[src/rtl/core/ymr_pkg.sv]
// ymodem receiver package: codes, result type and crc helper
// no dependencies
`timescale 1ns / 1ps
package ymr_pkg;
  localparam int SHORT_BLOCK_BYTES = 128;
  localparam int LONG_BLOCK_BYTES = 1024;

  localparam logic [1:0] ACT_START = 2'd0;
  localparam logic [1:0] ACT_BYTE = 2'd1;
  localparam logic [1:0] ACT_TICK = 2'd2;

  localparam logic [2:0] PH_STOP = 3'd0;
  localparam logic [2:0] PH_INIT = 3'd1;
  localparam logic [2:0] PH_HEAD = 3'd2;
  localparam logic [2:0] PH_DATA = 3'd3;
  localparam logic [2:0] PH_END = 3'd4;

  localparam logic [2:0] K_TX = 3'd0;
  localparam logic [2:0] K_PAYLOAD = 3'd1;
  localparam logic [2:0] K_VERDICT = 3'd2;
  localparam logic [2:0] K_SIZE = 3'd3;
  localparam logic [2:0] K_NAME = 3'd4;
  localparam logic [2:0] K_END = 3'd5;
  localparam logic [2:0] K_ERROR = 3'd6;

  localparam logic [7:0] CH_SOH = 8'h01;
  localparam logic [7:0] CH_STX = 8'h02;
  localparam logic [7:0] CH_EOT = 8'h04;
  localparam logic [7:0] CH_ACK = 8'h06;
  localparam logic [7:0] CH_NAK = 8'h15;
  localparam logic [7:0] CH_POLL = 8'h43;

  localparam logic [1:0] REG_INIT_TO = 2'd0;
  localparam logic [1:0] REG_RECV_TO = 2'd1;
  localparam logic [1:0] REG_POLL = 2'd2;
  localparam logic [1:0] REG_LONG = 2'd3;

  typedef struct packed {
    logic [2:0]  kind;
    logic [7:0]  tx_byte;
    logic [7:0]  data_byte;
    logic [7:0]  block_number;
    logic        accepted;
    logic [31:0] file_bytes;
    logic [1:0]  error_code;
    logic        last;
  } result_t;

  typedef struct packed {
    logic [1:0] count;
    result_t    r0;
    result_t    r1;
    result_t    r2;
  } batch_t;

  function automatic logic [15:0] crc_add(input logic [15:0] crc, input logic [7:0] b);
    logic [15:0] c;
    c = crc ^ {b, 8'h00};
    for (int i = 0; i < 8; i++) begin
      c = c[15] ? ({c[14:0], 1'b0} ^ 16'h1021) : {c[14:0], 1'b0};
    end
    return c;
  endfunction

  function automatic result_t mk(input logic [2:0] kind, input logic [7:0] tx,
                                 input logic [7:0] data, input logic [7:0] blk,
                                 input logic acc, input logic [31:0] size,
                                 input logic [1:0] err);
    result_t r;
    r.kind = kind;
    r.tx_byte = tx;
    r.data_byte = data;
    r.block_number = blk;
    r.accepted = acc;
    r.file_bytes = size;
    r.error_code = err;
    r.last = 1'b0;
    return r;
  endfunction
endpackage

[src/rtl/core/ymr_if.sv]
// valid/ready channel interfaces for the ymodem receiver
// depends on nothing but logic types
`timescale 1ns / 1ps
interface ymr_in_if;
  logic       valid;
  logic       ready;
  logic [1:0] action;
  logic [7:0] rx_byte;
  modport source(output valid, action, rx_byte, input ready);
  modport sink(input valid, action, rx_byte, output ready);
endinterface

interface ymr_out_if;
  logic        valid;
  logic        ready;
  logic [2:0]  kind;
  logic [7:0]  tx_byte;
  logic [7:0]  data_byte;
  logic [7:0]  block_number;
  logic        accepted;
  logic [31:0] file_bytes;
  logic [1:0]  error_code;
  logic        last;
  modport source(output valid, kind, tx_byte, data_byte, block_number, accepted,
                 file_bytes, error_code, last, input ready);
  modport sink(input valid, kind, tx_byte, data_byte, block_number, accepted,
               file_bytes, error_code, last, output ready);
endinterface

interface ymr_cfg_if;
  logic        valid;
  logic        ready;
  logic [1:0]  index;
  logic [31:0] data;
  modport source(output valid, index, data, input ready);
  modport sink(input valid, index, data, output ready);
endinterface

[src/rtl/core/ymodem_receiver.sv]
// ymodem receiver top level: config port, step core and result queue
// depends on ymr_pkg, ymr_if, ymr_core, ymr_outq
`timescale 1ns / 1ps
// channel  | dir | signals
// in_      | in  | valid, ready, action, rx_byte
// out_     | out | valid, ready, kind .. last
// cfg_     | in  | valid, ready, index, data
// one item is taken per cycle while in ready is high; its state update is done in that cycle.
// its up to three results leave one per cycle, while out ready is high, from a two-batch queue.
// in ready drops only while the queue holds two batches (output stalled).
// synchronous active-low reset; cfg ready is always high.
module ymodem_receiver (
  input  logic     clk,
  input  logic     rst_n,
  ymr_in_if.sink   in_ch,
  ymr_out_if.source out_ch,
  ymr_cfg_if.sink  cfg_ch
);
  ymr_pkg::batch_t  batch;
  ymr_pkg::result_t res;
  logic             take, can_take;

  assign cfg_ch.ready = 1'b1;
  assign in_ch.ready = can_take;
  assign take = in_ch.valid && can_take;

  ymr_core u_core (
    .clk(clk), .rst_n(rst_n), .step(take), .action(in_ch.action),
    .rx_byte(in_ch.rx_byte), .cfg_we(cfg_ch.valid), .cfg_idx(cfg_ch.index),
    .cfg_data(cfg_ch.data), .batch(batch)
  );

  ymr_outq u_outq (
    .clk(clk), .rst_n(rst_n), .push(take), .batch_in(batch), .can_take(can_take),
    .out_valid(out_ch.valid), .out_ready(out_ch.ready), .out_res(res)
  );

  // result fields
  assign out_ch.kind = res.kind;
  assign out_ch.tx_byte = res.tx_byte;
  assign out_ch.data_byte = res.data_byte;
  assign out_ch.block_number = res.block_number;
  assign out_ch.accepted = res.accepted;
  assign out_ch.file_bytes = res.file_bytes;
  assign out_ch.error_code = res.error_code;
  assign out_ch.last = res.last;
endmodule

[src/rtl/core/ymr_core.sv]
// protocol state and per-item step logic: one accepted item gives a batch of results
// depends on ymr_pkg
`timescale 1ns / 1ps
module ymr_core (
  input  logic                clk,
  input  logic                rst_n,
  input  logic                step,
  input  logic [1:0]          action,
  input  logic [7:0]          rx_byte,
  input  logic                cfg_we,
  input  logic [1:0]          cfg_idx,
  input  logic [31:0]         cfg_data,
  output ymr_pkg::batch_t     batch
);
  logic [31:0] init_to_r, recv_to_r;
  logic [15:0] poll_iv_r;
  logic        long_en_r;
  logic [2:0]  phase_r, phase_nxt;
  logic [10:0] off_r, off_nxt;
  logic        long_r, long_nxt;
  logic [7:0]  exp_r, exp_nxt, seen_r, seen_nxt, crch_r, crch_nxt;
  logic        bval_r, bval_nxt;
  logic [15:0] crc_r, crc_nxt;
  logic [31:0] tick_r, tick_nxt;
  logic [15:0] poll_r, poll_nxt;
  logic [31:0] size_r, size_nxt;
  logic [1:0]  hf_r, hf_nxt;

  // configuration registers
  always_ff @(posedge clk) begin
    if (!rst_n) begin
      init_to_r <= 32'd10000;
      recv_to_r <= 32'd3000;
      poll_iv_r <= 16'd1000;
      long_en_r <= 1'b1;
    end else if (cfg_we) begin
      unique case (cfg_idx)
        ymr_pkg::REG_INIT_TO: init_to_r <= cfg_data;
        ymr_pkg::REG_RECV_TO: recv_to_r <= cfg_data;
        ymr_pkg::REG_POLL:    poll_iv_r <= cfg_data[15:0];
        ymr_pkg::REG_LONG:    long_en_r <= cfg_data[0];
      endcase
    end
  end

  // step logic
  logic [10:0] len;
  logic [7:0]  expect_num;
  logic [31:0] tick_inc, limit;
  logic [35:0] size_mul;
  logic [15:0] poll_inc;
  logic        ok;
  ymr_pkg::result_t r0, r1, r2;
  logic [1:0]  n;

  always_comb begin
    phase_nxt = phase_r; off_nxt = off_r; long_nxt = long_r; exp_nxt = exp_r;
    seen_nxt = seen_r; crch_nxt = crch_r; bval_nxt = bval_r; crc_nxt = crc_r;
    tick_nxt = tick_r; poll_nxt = poll_r; size_nxt = size_r; hf_nxt = hf_r;
    r0 = '0; r1 = '0; r2 = '0; n = 2'd0;
    len = long_r ? 11'(ymr_pkg::LONG_BLOCK_BYTES) : 11'(ymr_pkg::SHORT_BLOCK_BYTES);
    expect_num = (phase_r == ymr_pkg::PH_DATA) ? exp_r + 8'd1 : 8'd0;
    tick_inc = (tick_r == 32'hFFFF_FFFF) ? tick_r : tick_r + 32'd1;
    limit = (phase_r == ymr_pkg::PH_INIT) ? init_to_r : recv_to_r;
    size_mul = {4'd0, size_r} * 36'd10 + {28'd0, rx_byte - 8'h30};
    poll_inc = poll_r + 16'd1;
    ok = bval_r && ({crch_r, rx_byte} == crc_r);
    if (step) begin
      if (action == ymr_pkg::ACT_START) begin
        phase_nxt = ymr_pkg::PH_INIT; off_nxt = '0; long_nxt = 1'b0; exp_nxt = '0;
        tick_nxt = '0; poll_nxt = '0; bval_nxt = 1'b0; hf_nxt = '0; size_nxt = '0;
        r0 = ymr_pkg::mk(ymr_pkg::K_TX, ymr_pkg::CH_POLL, 0, 0, 0, 0, 0); n = 2'd1;
      end else if (phase_r != ymr_pkg::PH_STOP && action == ymr_pkg::ACT_TICK) begin
        tick_nxt = tick_inc;
        if (tick_inc >= limit) begin
          r0 = ymr_pkg::mk(ymr_pkg::K_ERROR, 0, 0, 0, 0, 0, 2'(phase_r - 3'd1)); n = 2'd1;
          phase_nxt = ymr_pkg::PH_STOP; off_nxt = '0; long_nxt = 1'b0; exp_nxt = '0;
        end else if (phase_r == ymr_pkg::PH_INIT) begin
          poll_nxt = poll_inc;
          if (poll_inc >= poll_iv_r) begin
            poll_nxt = '0;
            r0 = ymr_pkg::mk(ymr_pkg::K_TX, ymr_pkg::CH_POLL, 0, 0, 0, 0, 0); n = 2'd1;
          end
        end
      end else if (phase_r != ymr_pkg::PH_STOP && action == ymr_pkg::ACT_BYTE) begin
        if (phase_r == ymr_pkg::PH_INIT) begin
          if (rx_byte == ymr_pkg::CH_SOH) begin
            phase_nxt = ymr_pkg::PH_HEAD; tick_nxt = '0;
            long_nxt = 1'b0; off_nxt = 11'd1; bval_nxt = 1'b1; crc_nxt = '0;
            hf_nxt = '0; size_nxt = '0;
          end
        end else if (off_r != 11'd0) begin
          off_nxt = off_r + 11'd1;
          if (off_r == 11'd1) begin
            seen_nxt = rx_byte;
            if (rx_byte != expect_num) bval_nxt = 1'b0;
          end else if (off_r == 11'd2) begin
            if (rx_byte != ~seen_r) bval_nxt = 1'b0;
          end else if (off_r < len + 11'd3) begin
            crc_nxt = ymr_pkg::crc_add(crc_r, rx_byte);
            if (phase_r == ymr_pkg::PH_DATA) begin
              r0 = ymr_pkg::mk(ymr_pkg::K_PAYLOAD, 0, rx_byte, seen_r, 0, 0, 0); n = 2'd1;
            end else if (phase_r == ymr_pkg::PH_HEAD) begin
              if (hf_r == 2'd0) begin
                if (rx_byte == 8'd0) hf_nxt = 2'd1;
                else begin
                  r0 = ymr_pkg::mk(ymr_pkg::K_NAME, 0, rx_byte, seen_r, 0, 0, 0); n = 2'd1;
                end
              end else if (hf_r == 2'd1) begin
                if (rx_byte >= 8'h30 && rx_byte <= 8'h39)
                  size_nxt = (size_mul[35:32] != 4'd0) ? 32'hFFFF_FFFF : size_mul[31:0];
                else hf_nxt = 2'd2;
              end
            end
          end else if (off_r == len + 11'd3) begin
            crch_nxt = rx_byte;
          end else begin
            off_nxt = '0;
            if (!ok) begin
              r0 = ymr_pkg::mk(ymr_pkg::K_VERDICT, 0, 0, seen_r, 0, 0, 0); n = 2'd1;
            end else if (phase_r == ymr_pkg::PH_HEAD) begin
              r0 = ymr_pkg::mk(ymr_pkg::K_SIZE, 0, 0, 0, 0, size_r, 0);
              r1 = ymr_pkg::mk(ymr_pkg::K_TX, ymr_pkg::CH_ACK, 0, 0, 0, 0, 0);
              r2 = ymr_pkg::mk(ymr_pkg::K_TX, ymr_pkg::CH_POLL, 0, 0, 0, 0, 0); n = 2'd3;
              exp_nxt = '0; phase_nxt = ymr_pkg::PH_DATA; tick_nxt = '0;
            end else if (phase_r == ymr_pkg::PH_DATA) begin
              exp_nxt = exp_r + 8'd1;
              r0 = ymr_pkg::mk(ymr_pkg::K_VERDICT, 0, 0, seen_r, 1'b1, 0, 0);
              r1 = ymr_pkg::mk(ymr_pkg::K_TX, ymr_pkg::CH_ACK, 0, 0, 0, 0, 0); n = 2'd2;
              tick_nxt = '0;
            end else begin
              r0 = ymr_pkg::mk(ymr_pkg::K_TX, ymr_pkg::CH_ACK, 0, 0, 0, 0, 0);
              r1 = ymr_pkg::mk(ymr_pkg::K_END, 0, 0, 0, 0, 0, 0); n = 2'd2;
              phase_nxt = ymr_pkg::PH_STOP; long_nxt = 1'b0; exp_nxt = '0;
            end
          end
        end else if (rx_byte == ymr_pkg::CH_SOH || (rx_byte == ymr_pkg::CH_STX &&
                     phase_r == ymr_pkg::PH_DATA && long_en_r)) begin
          long_nxt = (rx_byte == ymr_pkg::CH_STX); off_nxt = 11'd1; bval_nxt = 1'b1;
          crc_nxt = '0; hf_nxt = '0; size_nxt = '0;
        end else if (rx_byte == ymr_pkg::CH_EOT && phase_r == ymr_pkg::PH_DATA) begin
          phase_nxt = ymr_pkg::PH_END; tick_nxt = '0;
          r0 = ymr_pkg::mk(ymr_pkg::K_TX, ymr_pkg::CH_NAK, 0, 0, 0, 0, 0); n = 2'd1;
        end else if (rx_byte == ymr_pkg::CH_EOT && phase_r == ymr_pkg::PH_END) begin
          r0 = ymr_pkg::mk(ymr_pkg::K_TX, ymr_pkg::CH_ACK, 0, 0, 0, 0, 0);
          r1 = ymr_pkg::mk(ymr_pkg::K_TX, ymr_pkg::CH_POLL, 0, 0, 0, 0, 0); n = 2'd2;
        end
      end
    end
    // mark final result of the step
    if (n == 2'd1) r0.last = 1'b1;
    if (n == 2'd2) r1.last = 1'b1;
    if (n == 2'd3) r2.last = 1'b1;
    batch.count = n; batch.r0 = r0; batch.r1 = r1; batch.r2 = r2;
  end

  // protocol state
  always_ff @(posedge clk) begin
    if (!rst_n) begin
      phase_r <= ymr_pkg::PH_STOP; off_r <= '0; long_r <= 1'b0; exp_r <= '0;
      seen_r <= '0; bval_r <= 1'b0; crc_r <= '0; crch_r <= '0; tick_r <= '0;
      poll_r <= '0; size_r <= '0; hf_r <= '0;
    end else begin
      phase_r <= phase_nxt; off_r <= off_nxt; long_r <= long_nxt; exp_r <= exp_nxt;
      seen_r <= seen_nxt; bval_r <= bval_nxt; crc_r <= crc_nxt; crch_r <= crch_nxt;
      tick_r <= tick_nxt; poll_r <= poll_nxt; size_r <= size_nxt; hf_r <= hf_nxt;
    end
  end

`ifndef NO_ASSERTIONS
  a_stop_idle: assert property (@(posedge clk) disable iff (!rst_n)
    phase_r == ymr_pkg::PH_STOP |-> off_r == 11'd0) else $error("offset open while stopped");
  a_off_range: assert property (@(posedge clk) disable iff (!rst_n)
    off_r <= 11'(ymr_pkg::LONG_BLOCK_BYTES) + 11'd4) else $error("offset out of range");
  a_short_init: assert property (@(posedge clk) disable iff (!rst_n)
    phase_r == ymr_pkg::PH_INIT |-> !long_r) else $error("long block in init");
`endif
endmodule

[src/rtl/core/ymr_outq.sv]
// result queue: holds up to two batches and sends one result per transfer
// depends on ymr_pkg
`timescale 1ns / 1ps
module ymr_outq (
  input  logic                clk,
  input  logic                rst_n,
  input  logic                push,
  input  ymr_pkg::batch_t     batch_in,
  output logic                can_take,
  output logic                out_valid,
  input  logic                out_ready,
  output ymr_pkg::result_t    out_res
);
  ymr_pkg::batch_t slot_r [2];
  logic            rd_r, wr_r;
  logic [1:0]      cnt_r;
  logic [1:0]      idx_r;
  ymr_pkg::batch_t head;
  logic            pop_res, pop_batch;

  assign head = slot_r[rd_r];
  assign out_valid = cnt_r != 2'd0;
  always_comb begin
    unique case (idx_r)
      2'd0: out_res = head.r0;
      2'd1: out_res = head.r1;
      default: out_res = head.r2;
    endcase
  end
  assign pop_res = out_valid && out_ready;
  assign pop_batch = pop_res && (idx_r + 2'd1 == head.count);
  // room for a worst-case batch
  assign can_take = cnt_r != 2'd2;

  // slot storage
  always_ff @(posedge clk) begin
    if (push && batch_in.count != 2'd0) slot_r[wr_r] <= batch_in;
  end

  // pointers
  always_ff @(posedge clk) begin
    if (!rst_n) begin
      rd_r <= 1'b0; wr_r <= 1'b0; cnt_r <= '0; idx_r <= '0;
    end else begin
      if (push && batch_in.count != 2'd0) wr_r <= ~wr_r;
      if (pop_batch) begin
        rd_r <= ~rd_r; idx_r <= '0;
      end else if (pop_res) idx_r <= idx_r + 2'd1;
      cnt_r <= cnt_r + 2'(push && batch_in.count != 2'd0) - 2'(pop_batch);
    end
  end

`ifndef NO_ASSERTIONS
  a_no_over: assert property (@(posedge clk) disable iff (!rst_n)
    cnt_r == 2'd2 |-> !push) else $error("queue overflow");
  a_idx: assert property (@(posedge clk) disable iff (!rst_n)
    out_valid |-> idx_r < head.count) else $error("index past batch");
  a_last: assert property (@(posedge clk) disable iff (!rst_n)
    pop_batch |-> out_res.last) else $error("batch end without last");
`endif
endmodule

[src/flat_wrapper.sv]
// flat-port wrapper written by rule: the top's interface ports become plain ports
module ymodem_receiver_flat 
  (clk, rst_n, in_ch_valid, in_ch_action, in_ch_rx_byte, in_ch_ready, out_ch_valid, out_ch_kind, out_ch_tx_byte, out_ch_data_byte, out_ch_block_number, out_ch_accepted, out_ch_file_bytes, out_ch_error_code, out_ch_last, out_ch_ready, cfg_ch_valid, cfg_ch_index, cfg_ch_data, cfg_ch_ready);
  ymr_in_if in_ch_i ();
  ymr_out_if out_ch_i ();
  ymr_cfg_if cfg_ch_i ();
  input  logic clk;
  input  logic rst_n;
  input wire logic [$bits(in_ch_i.valid)-1:0] in_ch_valid;
  input wire logic [$bits(in_ch_i.action)-1:0] in_ch_action;
  input wire logic [$bits(in_ch_i.rx_byte)-1:0] in_ch_rx_byte;
  output wire logic [$bits(in_ch_i.ready)-1:0] in_ch_ready;
  output wire logic [$bits(out_ch_i.valid)-1:0] out_ch_valid;
  output wire logic [$bits(out_ch_i.kind)-1:0] out_ch_kind;
  output wire logic [$bits(out_ch_i.tx_byte)-1:0] out_ch_tx_byte;
  output wire logic [$bits(out_ch_i.data_byte)-1:0] out_ch_data_byte;
  output wire logic [$bits(out_ch_i.block_number)-1:0] out_ch_block_number;
  output wire logic [$bits(out_ch_i.accepted)-1:0] out_ch_accepted;
  output wire logic [$bits(out_ch_i.file_bytes)-1:0] out_ch_file_bytes;
  output wire logic [$bits(out_ch_i.error_code)-1:0] out_ch_error_code;
  output wire logic [$bits(out_ch_i.last)-1:0] out_ch_last;
  input wire logic [$bits(out_ch_i.ready)-1:0] out_ch_ready;
  input wire logic [$bits(cfg_ch_i.valid)-1:0] cfg_ch_valid;
  input wire logic [$bits(cfg_ch_i.index)-1:0] cfg_ch_index;
  input wire logic [$bits(cfg_ch_i.data)-1:0] cfg_ch_data;
  output wire logic [$bits(cfg_ch_i.ready)-1:0] cfg_ch_ready;
  assign in_ch_i.valid = in_ch_valid;
  assign in_ch_i.action = in_ch_action;
  assign in_ch_i.rx_byte = in_ch_rx_byte;
  assign in_ch_ready = in_ch_i.ready;
  assign out_ch_valid = out_ch_i.valid;
  assign out_ch_kind = out_ch_i.kind;
  assign out_ch_tx_byte = out_ch_i.tx_byte;
  assign out_ch_data_byte = out_ch_i.data_byte;
  assign out_ch_block_number = out_ch_i.block_number;
  assign out_ch_accepted = out_ch_i.accepted;
  assign out_ch_file_bytes = out_ch_i.file_bytes;
  assign out_ch_error_code = out_ch_i.error_code;
  assign out_ch_last = out_ch_i.last;
  assign out_ch_i.ready = out_ch_ready;
  assign cfg_ch_i.valid = cfg_ch_valid;
  assign cfg_ch_i.index = cfg_ch_index;
  assign cfg_ch_i.data = cfg_ch_data;
  assign cfg_ch_ready = cfg_ch_i.ready;
  ymodem_receiver u_core (.clk(clk), .rst_n(rst_n), .in_ch(in_ch_i), .out_ch(out_ch_i), .cfg_ch(cfg_ch_i));
endmodule
[config.mk]
export PLATFORM = sky130hd
export DESIGN_NAME = ymodem_receiver_flat
export DESIGN_NICKNAME = d
export VERILOG_FILES = /design/src/rtl/core/ymr_pkg.sv /design/src/rtl/core/ymr_if.sv /design/src/rtl/core/ymodem_receiver.sv /design/src/rtl/core/ymr_core.sv /design/src/rtl/core/ymr_outq.sv /design/src/flat_wrapper.sv
export SDC_FILE = /design/constraint.sdc
export NUM_CORES = 1
export LEC_CHECK = 0
export BUFFER_PORTS_ARGS = -buffer_cell sky130_fd_sc_hd__buf_2
export CELL_PAD_IN_SITES_DETAIL_PLACEMENT = 0
export CELL_PAD_IN_SITES_GLOBAL_PLACEMENT = 1
export CORE_MARGIN = 2
export CORE_UTILIZATION = 43
export CTS_CLUSTER_SIZE = 10
export DETAILED_ROUTE_END_ITERATION = 6
export GPL_TIMING_DRIVEN = 1
export PLACE_DENSITY = 0.86
export SLEW_MARGIN = 30
export SYNTH_ARGS = -nofsm -noshare
export SYNTH_HDL_FRONTEND = slang
export SYNTH_SLANG_ARGS = --single-unit
[constraint.sdc]
create_clock -name clk -period 8.15 [get_ports clk]
set_input_delay 2.0375 -clock clk [delete_from_list [all_inputs] [get_ports clk]]
set_output_delay 2.0375 -clock clk [all_outputs]
set_load 0.005 [all_outputs]
==> flow_summary.json, run 1 <==
{
  "path_buf_inv": 1,
  "antenna_left": 0,
  "antenna_found_initial": 0,
  "status": "finished clean",
  "hold_class": "register to register",
  "rsz0062_at_grt": "false",
  "gp_congestion": 0.937,
  "power_uw": 3920,
  "dieWidth_um": 229,
  "drt_wl_total_um": 55900,
  "cts_resized": 0,
  "grt_first_pass_wirelength_um": 89700,
  "route.detailed.drc": 0,
  "cts_setup_buffers": 0,
  "initial_utilization_pct": 43.4,
  "setup_viol": 0,
  "slew_viol_final": 0,
  "seq_area_frac_synth_pct": 40.0,
  "synthArstFlopShare_pct": 0,
  "post_drt_wl_per_cell_um": 17.5,
  "numCtsBuffers": 43,
  "path_max_fanout": 37,
  "grt_pass1_vias": 17000,
  "fin_nets": 2675,
  "synth-main-ff-cell": "dfxtp_1",
  "worstSetupEndpoint": "u_core.u_outq.slot_r[1][136]$_DFFE_PP_",
  "max_cap_viol_count": 0,
  "tightest_slew_ps": 959,
  "worstSetupStartpointType": "register",
  "r2r_start": "u_core.u_core.tick_r[27]$_SDFFE_PN0P_",
  "htreeDepth": 2,
  "slowest_stage": "o21a_2",
  "reg2reg_to": "u_core.u_outq.slot_r[1][136]$_DFFE_PP_",
  "n_antenna_cell": 0,
  "postCtsHoldBufs": 0,
  "io_pins": 115,
  "drive_gt1_share_pct": 9.57,
  "die_h_um": 229,
  "syn-cell-area_um2": 21700,
  "yosysWarnings": 0,
  "skew_ps": 21.7,
  "crit_required_ps": 8400,
  "power.ir.vdd_worst_mv": 0.171,
  "viasPerCell": 5.63,
  "synth_largest_area_cell": "dfxtp_1",
  "crit_chain": "nand4_1, or4_1, or4_1, nand2b_1, nor2_1, nand3_1, nor3_1, and3_1, xor2_1, ha_1, nand4_1, nor3_1, o211ai_1, nor3_1, o211a_1, nor2_1, o21ai_0, a221o_1, o21a_2, buf_12",
  "port_buffers": 110,
  "power_density_nw_per_um2": 163,
  "relSlewSlack_pct": 35.8,
  "grt_max_degree": 80,
  "timing.final.hold_violations": 0,
  "fin_setup_tns_ps": 0,
  "synthCells": 2448,
  "clock-root-buffer": "clkbuf_16",
  "synth-seq-cells": 364,
  "path_class": "register to register",
  "avgSynthCellArea_um2": 8.86,
  "reg2reg_slack_ps": 1400,
  "die_area_um2": 52200,
  "grt_remaining_overflow": 0,
  "ys_types": 89,
  "drtPass1Iterations": 5,
  "cp.depth": 20,
  "crit_top_cell": "nor3_1",
  "p_leak_uw": 0.00936,
  "fmax_mhz": 148,
  "rows": 82,
  "clock-sinks": 364,
  "dp_hpwl_um": 40300,
  "path_clk_slew_ps": 50,
  "vias": 18000,
  "syn2layout_area_growth_pct": 10.8,
  "grtUsageTotal_pct": 20.8,
  "crit_family": "simple AND/OR/NAND/NOR gates",
  "drt_iter0_markers": 1327,
  "core_area_um2": 50000,
  "critPathLaunch": "u_core.u_core.tick_r[27]$_SDFFE_PN0P_",
  "cp_slowest_stage_delay_ps": 790,
  "crit_path_end_kind": "register",
  "clk-insertion-delay-late_ps": 570,
  "synth_edf_count": 138,
  "cts_tree": "yes",
  "finalWorstPathRequiredPeriod_ps": 6750,
  "synth_area_leaders": "dfxtp_1 (21%), edfxtp_1 (19%), ha_1 (7.7%)",
  "yosys.area.top_type_share_pct": 20.9,
  "cts.path.max_buffers": 3,
  "fin_crit_sh_pct": 82.8,
  "arrival_ps": 6990,
  "r2r_cells": 20
}
==> cell usage after synthesis, types with 37 or more instances <==
cell	n
inv_1	58
nand2_1	324
edfxtp_1	138
mux2i_1	107
xor2_1	62
nand3_1	93
nor3_1	57
xnor2_1	91
nor2b_1	69
clkbuf_1	99
ha_1	134
and2_1	69
dfxtp_1	226
and3_1	37
o21ai_0	97
a21oi_1	211
nor2_1	186
==> per-layer routing <==
layer / track usage [%] / vias to the layer above / share of wire, %
li1: - / 8787 / -
met1: 30.1 / 8587 / 48
met2: 33.0 / 514 / 45
met3: 2.64 / 72 / 5.6
met4: 5.04 / 0 / 2.0
met5: 0 / - / 0
==> logic make-up after synthesis <==
kind of cell | share of synthesized area (%)
and+or+nand+nor | 22.4
AOI/OAI and AO/OA | 14.4
DFF | 40.0
buffers and inverters | 3.57
xor gates and xnor gates | 6.18
adders and majority gates | 7.92
muxes | 5.56
other | 0.0346
==> where the power goes <==
| group | leakage (uW) | switching [uW] | total, uW | internal [uW] |
|---|---|---|---|---|
| combinational | 0.00563 | 168 | 273 | 104 |
| sequential | 0.00314 | 14.1 | 1920 | 1910 |
| clock | 0.000591 | 731 | 1730 | 998 |
| total | 0.00936 | 913 | 3920 | 3010 |
==> through the flow <==
step	utilization [%]	worst slack [ps]	area, um^2	instances	hold slack, ps
global route	48.1	886	24000	3190	469
global placement	45.5	1430	22700	3115	442
floorplan	-	306	21700	2450	436
finish	48.1	1400	24000	3190	452
CTS	48.0	1230	24000	3189	454
detailed placement	45.5	1270	22700	3116	446
==> area by class of cell <==
class | count | area [um^2]
Timing Repair Buffer | 129 | 751
Clock buffer | 70 | 1200
Multi-Input combinational cell | 1893 | 12300
Inverter | 59 | 224
Sequential cell | 364 | 8670
Clock inverter | 3 | 37.5
Fill cell | 4674 | 25900
Tap cell | 672 | 841
==> sequential cells by signal, indices dropped and copies added (netlist names), named ones only <==
signal                   count
u_core.u_core.bval_r         1
u_core.u_core.crc_r         16
u_core.u_core.crch_r         8
u_core.u_core.exp_r          8
u_core.u_core.hf_r           2
u_core.u_core.init_to_r     32
u_core.u_core.long_en_r      1
u_core.u_core.long_r         1
u_core.u_core.off_r         11
u_core.u_core.phase_r        3
u_core.u_core.poll_iv_r     16
u_core.u_core.poll_r        16
u_core.u_core.recv_to_r     32
u_core.u_core.seen_r         8
u_core.u_core.size_r        32
u_core.u_core.tick_r        32
u_core.u_outq.cnt_r          2
u_core.u_outq.idx_r          2
u_core.u_outq.rd_r           1
u_core.u_outq.slot_r       138
u_core.u_outq.wr_r           1
==> worst min-delay path, stage by stage, from the launching register on <==
cell and delay [ps]:
dfxtp_1 310, nand2_1 50, a21oi_1 50
==> cells in the final DEF (no fill, tap or decap), types with 17 or more instances in the layout <==
master     instances
a21o_1            26
a21oi_1          211
a22oi_1           17
and2_1            69
and3_1            37
buf_2            110
clkbuf_1          25
clkbuf_16         43
dfxtp_1          225
edfxtp_1         138
ha_1             133
inv_1             58
mux2i_1          107
nand2_1          324
nand3_1           93
nand4_1           36
nor2_1           182
nor2b_1           68
nor3_1            57
o211ai_1          17
o21ai_0           97
or3_1             17
xnor2_1           91
xor2_1            62
==> worst min-delay path by stage <==
stage / start / to / slack, ps / cells after the start
6_report: u_core.u_core.recv_to_r[19]$_SDFFE_PN0P_ / u_core.u_core.recv_to_r[19]$_SDFFE_PN0P_ / 450 / 2
5_1_grt: u_core.u_core.init_to_r[24]$_SDFFE_PN0P_ / u_core.u_core.init_to_r[24]$_SDFFE_PN0P_ / 470 / 2
4_1_cts: u_core.u_core.recv_to_r[19]$_SDFFE_PN0P_ / u_core.u_core.recv_to_r[19]$_SDFFE_PN0P_ / 450 / 2
3_5_place_dp: u_core.u_core.recv_to_r[19]$_SDFFE_PN0P_ / u_core.u_core.recv_to_r[19]$_SDFFE_PN0P_ / 450 / 2
3_3_place_gp: u_core.u_core.init_to_r[19]$_SDFFE_PN0P_ / u_core.u_core.init_to_r[19]$_SDFFE_PN0P_ / 440 / 2
2_1_floorplan: u_core.u_core.init_to_r[15]$_SDFFE_PN0P_ / u_core.u_core.init_to_r[15]$_SDFFE_PN0P_ / 440 / 2
Power figures use the tool's default switching activity.
==> inputs of run 2 (changes only) <==
==> constraint.sdc (replaced) <==
create_clock -name clk -period 5.6 [get_ports clk]
set_input_delay 1.4 -clock clk [delete_from_list [all_inputs] [get_ports clk]]
set_output_delay 1.4 -clock clk [all_outputs]
set_load 0.005 [all_outputs]
==> flow_summary.json, run 2 (synthesis results as in run 1) <==
{
  "status": "finished clean",
  "arrival_ps": 5800,
  "numCtsBuffers": 43,
  "path_clk_slew_ps": 60,
  "fin_crit_sh_pct": 96.0,
  "worstSetupEndpoint": "u_core.u_outq.cnt_r[1]$_SDFF_PN0_",
  "htreeDepth": 2,
  "viasPerCell": 5.62,
  "crit_required_ps": 6030,
  "die_h_um": 229,
  "reg2reg_to": "u_core.u_outq.cnt_r[1]$_SDFF_PN0_",
  "utilization_pct": 49.1,
  "max_cap_viol_count": 0,
  "cp_slowest_stage_delay_ps": 530,
  "layout.cells.most_common_list": "nand2_1 (322), dfxtp_1 (218), a21oi_1 (210)",
  "multi_input_area_um2": 12400,
  "p_leak_uw": 0.00965,
  "drt_wl_total_um": 56800,
  "grt_first_pass_wirelength_um": 91600,
  "min_delay_path_depth": 2,
  "power.ir.vdd_worst_mv": 0.201,
  "drtPass1Iterations": 6,
  "antenna_found_initial": 0,
  "grt_remaining_overflow": 0,
  "largest_reg_flops": 138,
  "post_drt_wl_per_cell_um": 17.5,
  "io_pins": 115,
  "skew_ps": 18.0,
  "fmax_mhz": 186,
  "nFillCells": 4723,
  "vias": 18200,
  "hold_class": "register to register",
  "worstSetupStartpointType": "register",
  "clk-insertion-delay-late_ps": 570,
  "gp_congestion": 0.894,
  "crit_path_end_kind": "register",
  "path_max_fanout": 3,
  "drive_gt1_share_pct": 12.3,
  "finalWorstPathRequiredPeriod_ps": 5370,
  "regMostFlops": "u_core.u_outq.slot_r",
  "rows": 82,
  "path_class": "register to register",
  "timing.final.hold_violations": 0,
  "dpl.cell_count": 3163,
  "grtUsageTotal_pct": 21.2,
  "reg2reg_slack_ps": 230,
  "cts_tree": "yes",
  "n_antenna_cell": 0,
  "antenna_left": 0,
  "clock-sinks": 364,
  "syn2layout_area_growth_pct": 13.1,
  "die_area_um2": 52200,
  "slowest_stage": "or4_4",
  "fin_cells": 3238,
  "initial_utilization_pct": 43.4,
  "fin_setup_tns_ps": 0,
  "relSlewSlack_pct": 38.1,
  "dieWidth_um": 229,
  "r2r_cells": 25,
  "fin_nets": 2726,
  "slew_viol_final": 0,
  "clock-root-buffer": "clkbuf_16",
  "cts.path.max_buffers": 3,
  "dp_hpwl_um": 41300,
  "setup_viol": 0,
  "port_buffers": 110,
  "critPathLaunch": "u_core.u_core.tick_r[20]$_SDFFE_PN0P_",
  "grt_pass1_vias": 17500,
  "tightest_slew_ps": 927,
  "final_common_cell": "nand2_1",
  "r2r_start": "u_core.u_core.tick_r[20]$_SDFFE_PN0P_",
  "core_area_um2": 50000,
  "drt_iter0_markers": 1366,
  "route.detailed.drc": 0,
  "power_density_nw_per_um2": 233,
  "register_area_um2": 8680,
  "grt_max_degree": 95
}
-- run 2: timing repair --
item                                    in CTS  in global routing
hold endpoints to repair                     0                  0
hold buffers                                 0                  0
cloned                                       0                  0
pin swaps                                    1                 10
endpoints found under the setup margin       1                 31
buffers inserted                             0                  5
resized for setup                            4                 13
-- run 2: per-stage QoR --
| stage | total power, uW | area [um^2] | worst slack [ps] | hold WS (ps) |
|---|---|---|---|---|
| 2_1_floorplan | 3100 | 21700 | 4.13 | 436 |
| 3_3_place_gp | 3250 | 23100 | 24.6 | 441 |
| 3_5_place_dp | 3260 | 23200 | -27.2 | 446 |
| 4_1_cts | 5770 | 24400 | 19.4 | 453 |
| 5_1_grt | 5930 | 24500 | -3.98 | 474 |
| 6_report | 5730 | 24500 | 225 | 453 |
-- run 2: power by group --
group / leakage [uW] / total (uW) / switching, uW / internal, uW
Clock: 0.000595 / 2520 / 1070 / 1450
Sequential: 0.00314 / 2800 / 20.6 / 2780
Combinational: 0.00591 / 408 / 249 / 159
-- run 2: layer usage --
| metal | wire length, um | track usage [%] | share of wire, % | vias up |
|---|---|---|---|---|
| met4 | 965 | 5.13 | 1.7 | 0 |
| met1 | 26700 | 29.9 | 47 | 8727 |
| li1 | - | - | - | 8893 |
| met5 | 0 | 0 | 0 | - |
| met3 | 3240 | 2.98 | 5.7 | 68 |
| met2 | 25900 | 34.4 | 46 | 509 |
-- run 2: area by class of cell --
cell class | instances | share of cell area (%)
clock buffer | 65 | 4.81
tap | 672 | 3.43
timing repair buffer | 180 | 4.74
inverter | 59 | 0.913
clock inverter | 5 | 0.275
multi-input combinational | 1893 | 50.4
sequential | 364 | 35.4
-- run 2: worst min-delay path by stage --
| stage | from | to | slack, ps |
|---|---|---|---|
| 2_1_floorplan | u_core.u_core.init_to_r[15]$_SDFFE_PN0P_ | u_core.u_core.init_to_r[15]$_SDFFE_PN0P_ | 440 |
| 3_3_place_gp | u_core.u_core.recv_to_r[6]$_SDFFE_PN0P_ | u_core.u_core.recv_to_r[6]$_SDFFE_PN0P_ | 440 |
| 3_5_place_dp | u_core.u_core.init_to_r[28]$_SDFFE_PN0P_ | u_core.u_core.init_to_r[28]$_SDFFE_PN0P_ | 450 |
| 4_1_cts | u_core.u_core.init_to_r[28]$_SDFFE_PN0P_ | u_core.u_core.init_to_r[28]$_SDFFE_PN0P_ | 450 |
| 5_1_grt | u_core.u_core.recv_to_r[19]$_SDFFE_PN0P_ | u_core.u_core.recv_to_r[19]$_SDFFE_PN0P_ | 470 |
| 6_report | u_core.u_core.init_to_r[23]$_SDFFE_PN0P_ | u_core.u_core.init_to_r[23]$_SDFFE_PN0P_ | 450 |
-- run 2: worst max-delay path, delay by kind of cell (launching register included) --
kind,cells,cell delay [ps]
buffers and inverters,1,60
AOI/OAI and AO/OA,7,1520
adders and majority gates,3,670
xor gates and xnor gates,3,470
and+or+nand+nor,11,2170
DFF,1,330
==> inputs of run 3 (changes only) <==
--- a/config.mk
+++ b/config.mk
@@ -8,7 +8,6 @@
 export BUFFER_PORTS_ARGS = -buffer_cell sky130_fd_sc_hd__buf_2
 export CELL_PAD_IN_SITES_DETAIL_PLACEMENT = 0
 export CELL_PAD_IN_SITES_GLOBAL_PLACEMENT = 1
-export CORE_MARGIN = 2
 export CORE_UTILIZATION = 43
 export CTS_CLUSTER_SIZE = 10
 export DETAILED_ROUTE_END_ITERATION = 6
==> flow_summary.json, run 3 (synthesis results as in run 1) <==
{
  "power.ir.vdd_worst_mv": 0.212,
  "n_antenna_cell": 0,
  "vias": 18200,
  "tightest_slew_ps": 1020,
  "port_buffers": 110,
  "worstSetupStartpointType": "register",
  "fin_crit_sh_pct": 95.8,
  "layout.cells.most_common_list": "nand2_1 (322), dfxtp_1 (220), a21oi_1 (211)",
  "utilization_pct": 49.6,
  "fmax_mhz": 186,
  "initial_utilization_pct": 43.9,
  "whs_ps": 451,
  "setup_viol": 0,
  "max_cap_viol_count": 0,
  "rows": 81,
  "antenna_left": 0,
  "postCtsHoldBufs": 0,
  "path_class": "register to register",
  "clock-sinks": 364,
  "io_pins": 115,
  "grt_pass1_vias": 17200,
  "rsz0062_at_grt": "false",
  "dp_hpwl_um": 41400,
  "htreeDepth": 2,
  "die_area_um2": 51300,
  "gp_congestion": 0.964,
  "clk-insertion-delay-late_ps": 580,
  "skew_ps": 21.7,
  "finalWorstPathRequiredPeriod_ps": 5360,
  "nFillCells": 4597,
  "slew_viol_final": 0,
  "fin_nets": 2724,
  "drtPass1Iterations": 6,
  "drt_iter0_markers": 1411,
  "drive_gt1_share_pct": 12.0,
  "grt_first_pass_wirelength_um": 90700,
  "status": "finished clean",
  "arrival_ps": 5820,
  "grt_max_degree": 150,
  "dieWidth_um": 227,
  "antenna_found_initial": 1,
  "crit_path_end_kind": "register",
  "grt_remaining_overflow": 0,
  "p_leak_uw": 0.00965,
  "cts_tree": "yes",
  "final_common_cell": "nand2_1",
  "drt_wl_total_um": 57000,
  "hold_class": "register to register",
  "timing.final.hold_violations": 0,
  "route.detailed.drc": 0,
  "regMostFlops": "u_core.u_outq.slot_r",
  "clock-root-buffer": "clkbuf_16",
  "relSlewSlack_pct": 31.6,
  "syn2layout_area_growth_pct": 12.9,
  "power_density_nw_per_um2": 237,
  "post_drt_wl_per_cell_um": 17.6,
  "crit_required_ps": 6050,
  "fin_setup_tns_ps": 0,
  "multi_input_area_um2": 12300,
  "viasPerCell": 5.62,
  "largest_reg_flops": 138,
  "die_h_um": 227,
  "numCtsBuffers": 43,
  "path_max_fanout": 10,
  "path_clk_slew_ps": 50,
  "register_area_um2": 8680,
  "grtUsageTotal_pct": 22.2,
  "cts.path.max_buffers": 3,
  "core_area_um2": 49400
}
run 3: what timing repair did:
action | 4_1_cts | 5_1_grt
pin swaps | 2 | 8
endpoints found under the setup margin | 1 | 140
buffers inserted | 1 | 2
resized for setup | 2 | 10
run 3: stage by stage:
step	power, uW	instances	instance area, um^2	setup WS, ps
finish	5810	3229	24500	236
global route	6030	3229	24500	8.46
CTS	5860	3227	24400	13.7
detailed placement	3260	3155	23100	40.7
global placement	3250	3153	23100	75.2
floorplan	3100	2450	21700	4.13
run 3: layout make-up:
class | instances | area share (%)
Tap cell | 664 | 3.39
Sequential cell | 364 | 35.5
Clock buffer | 67 | 4.89
Inverter | 59 | 0.915
Timing Repair Buffer | 178 | 4.58
Multi-Input combinational cell | 1893 | 50.4
Clock inverter | 4 | 0.348
run 3: worst paths after layout:
check / endpoint / cells past startpoint / from / slack [ps]
setup / recovery: u_core.u_outq.cnt_r[1]$_SDFF_PN0_ / 26 / u_core.u_core.tick_r[24]$_SDFFE_PN0P_ / 240
hold / removal: u_core.u_core.init_to_r[17]$_SDFFE_PN0P_ / 2 / u_core.u_core.init_to_r[17]$_SDFFE_PN0P_ / 450
setup reg to reg: u_core.u_outq.cnt_r[1]$_SDFF_PN0_ / 26 / u_core.u_core.tick_r[24]$_SDFFE_PN0P_ / 240
hold reg to reg: u_core.u_core.init_to_r[17]$_SDFFE_PN0P_ / 2 / u_core.u_core.init_to_r[17]$_SDFFE_PN0P_ / 450
run 3: metal layers:
layer  up-vias  wire length (um)  global-route usage [%]
li1       8885                 -                       -
met1      8696             26900                    31.3
met2       495             25800                    35.7
met3        79              3140                    2.93
met4         2              1160                    5.82
met5         -                11                       0
run 3: power breakdown:
group	total (uW)	internal [uW]	leakage, uW	switching, uW
Clock	2600	1510	0.000613	1090
Combinational	407	159	0.00589	248
Sequential	2800	2780	0.00314	20.8
Total	5810	4450	0.00965	1360
run 3: worst max-delay path, cell delays in order (launching register included):
cell and delay, ps:
dfxtp_4 370, nand3_2 90, or4_4 540, or4_4 500, buf_4 190, nand2b_1 100
nor2_1 70, nand3_1 140, nor3_2 90, and3_1 220, xor2_1 150, ha_1 310
nand4_1 170, nor3_1 90, nor2_1 130, o211ai_1 160, a221o_1 340, nor2_2 160
o21ai_2 90, a221o_1 390, nor2_2 130, ha_1 240, inv_1 50, ha_1 150
xor2_1 170, xnor2_1 140, nor2_1 50
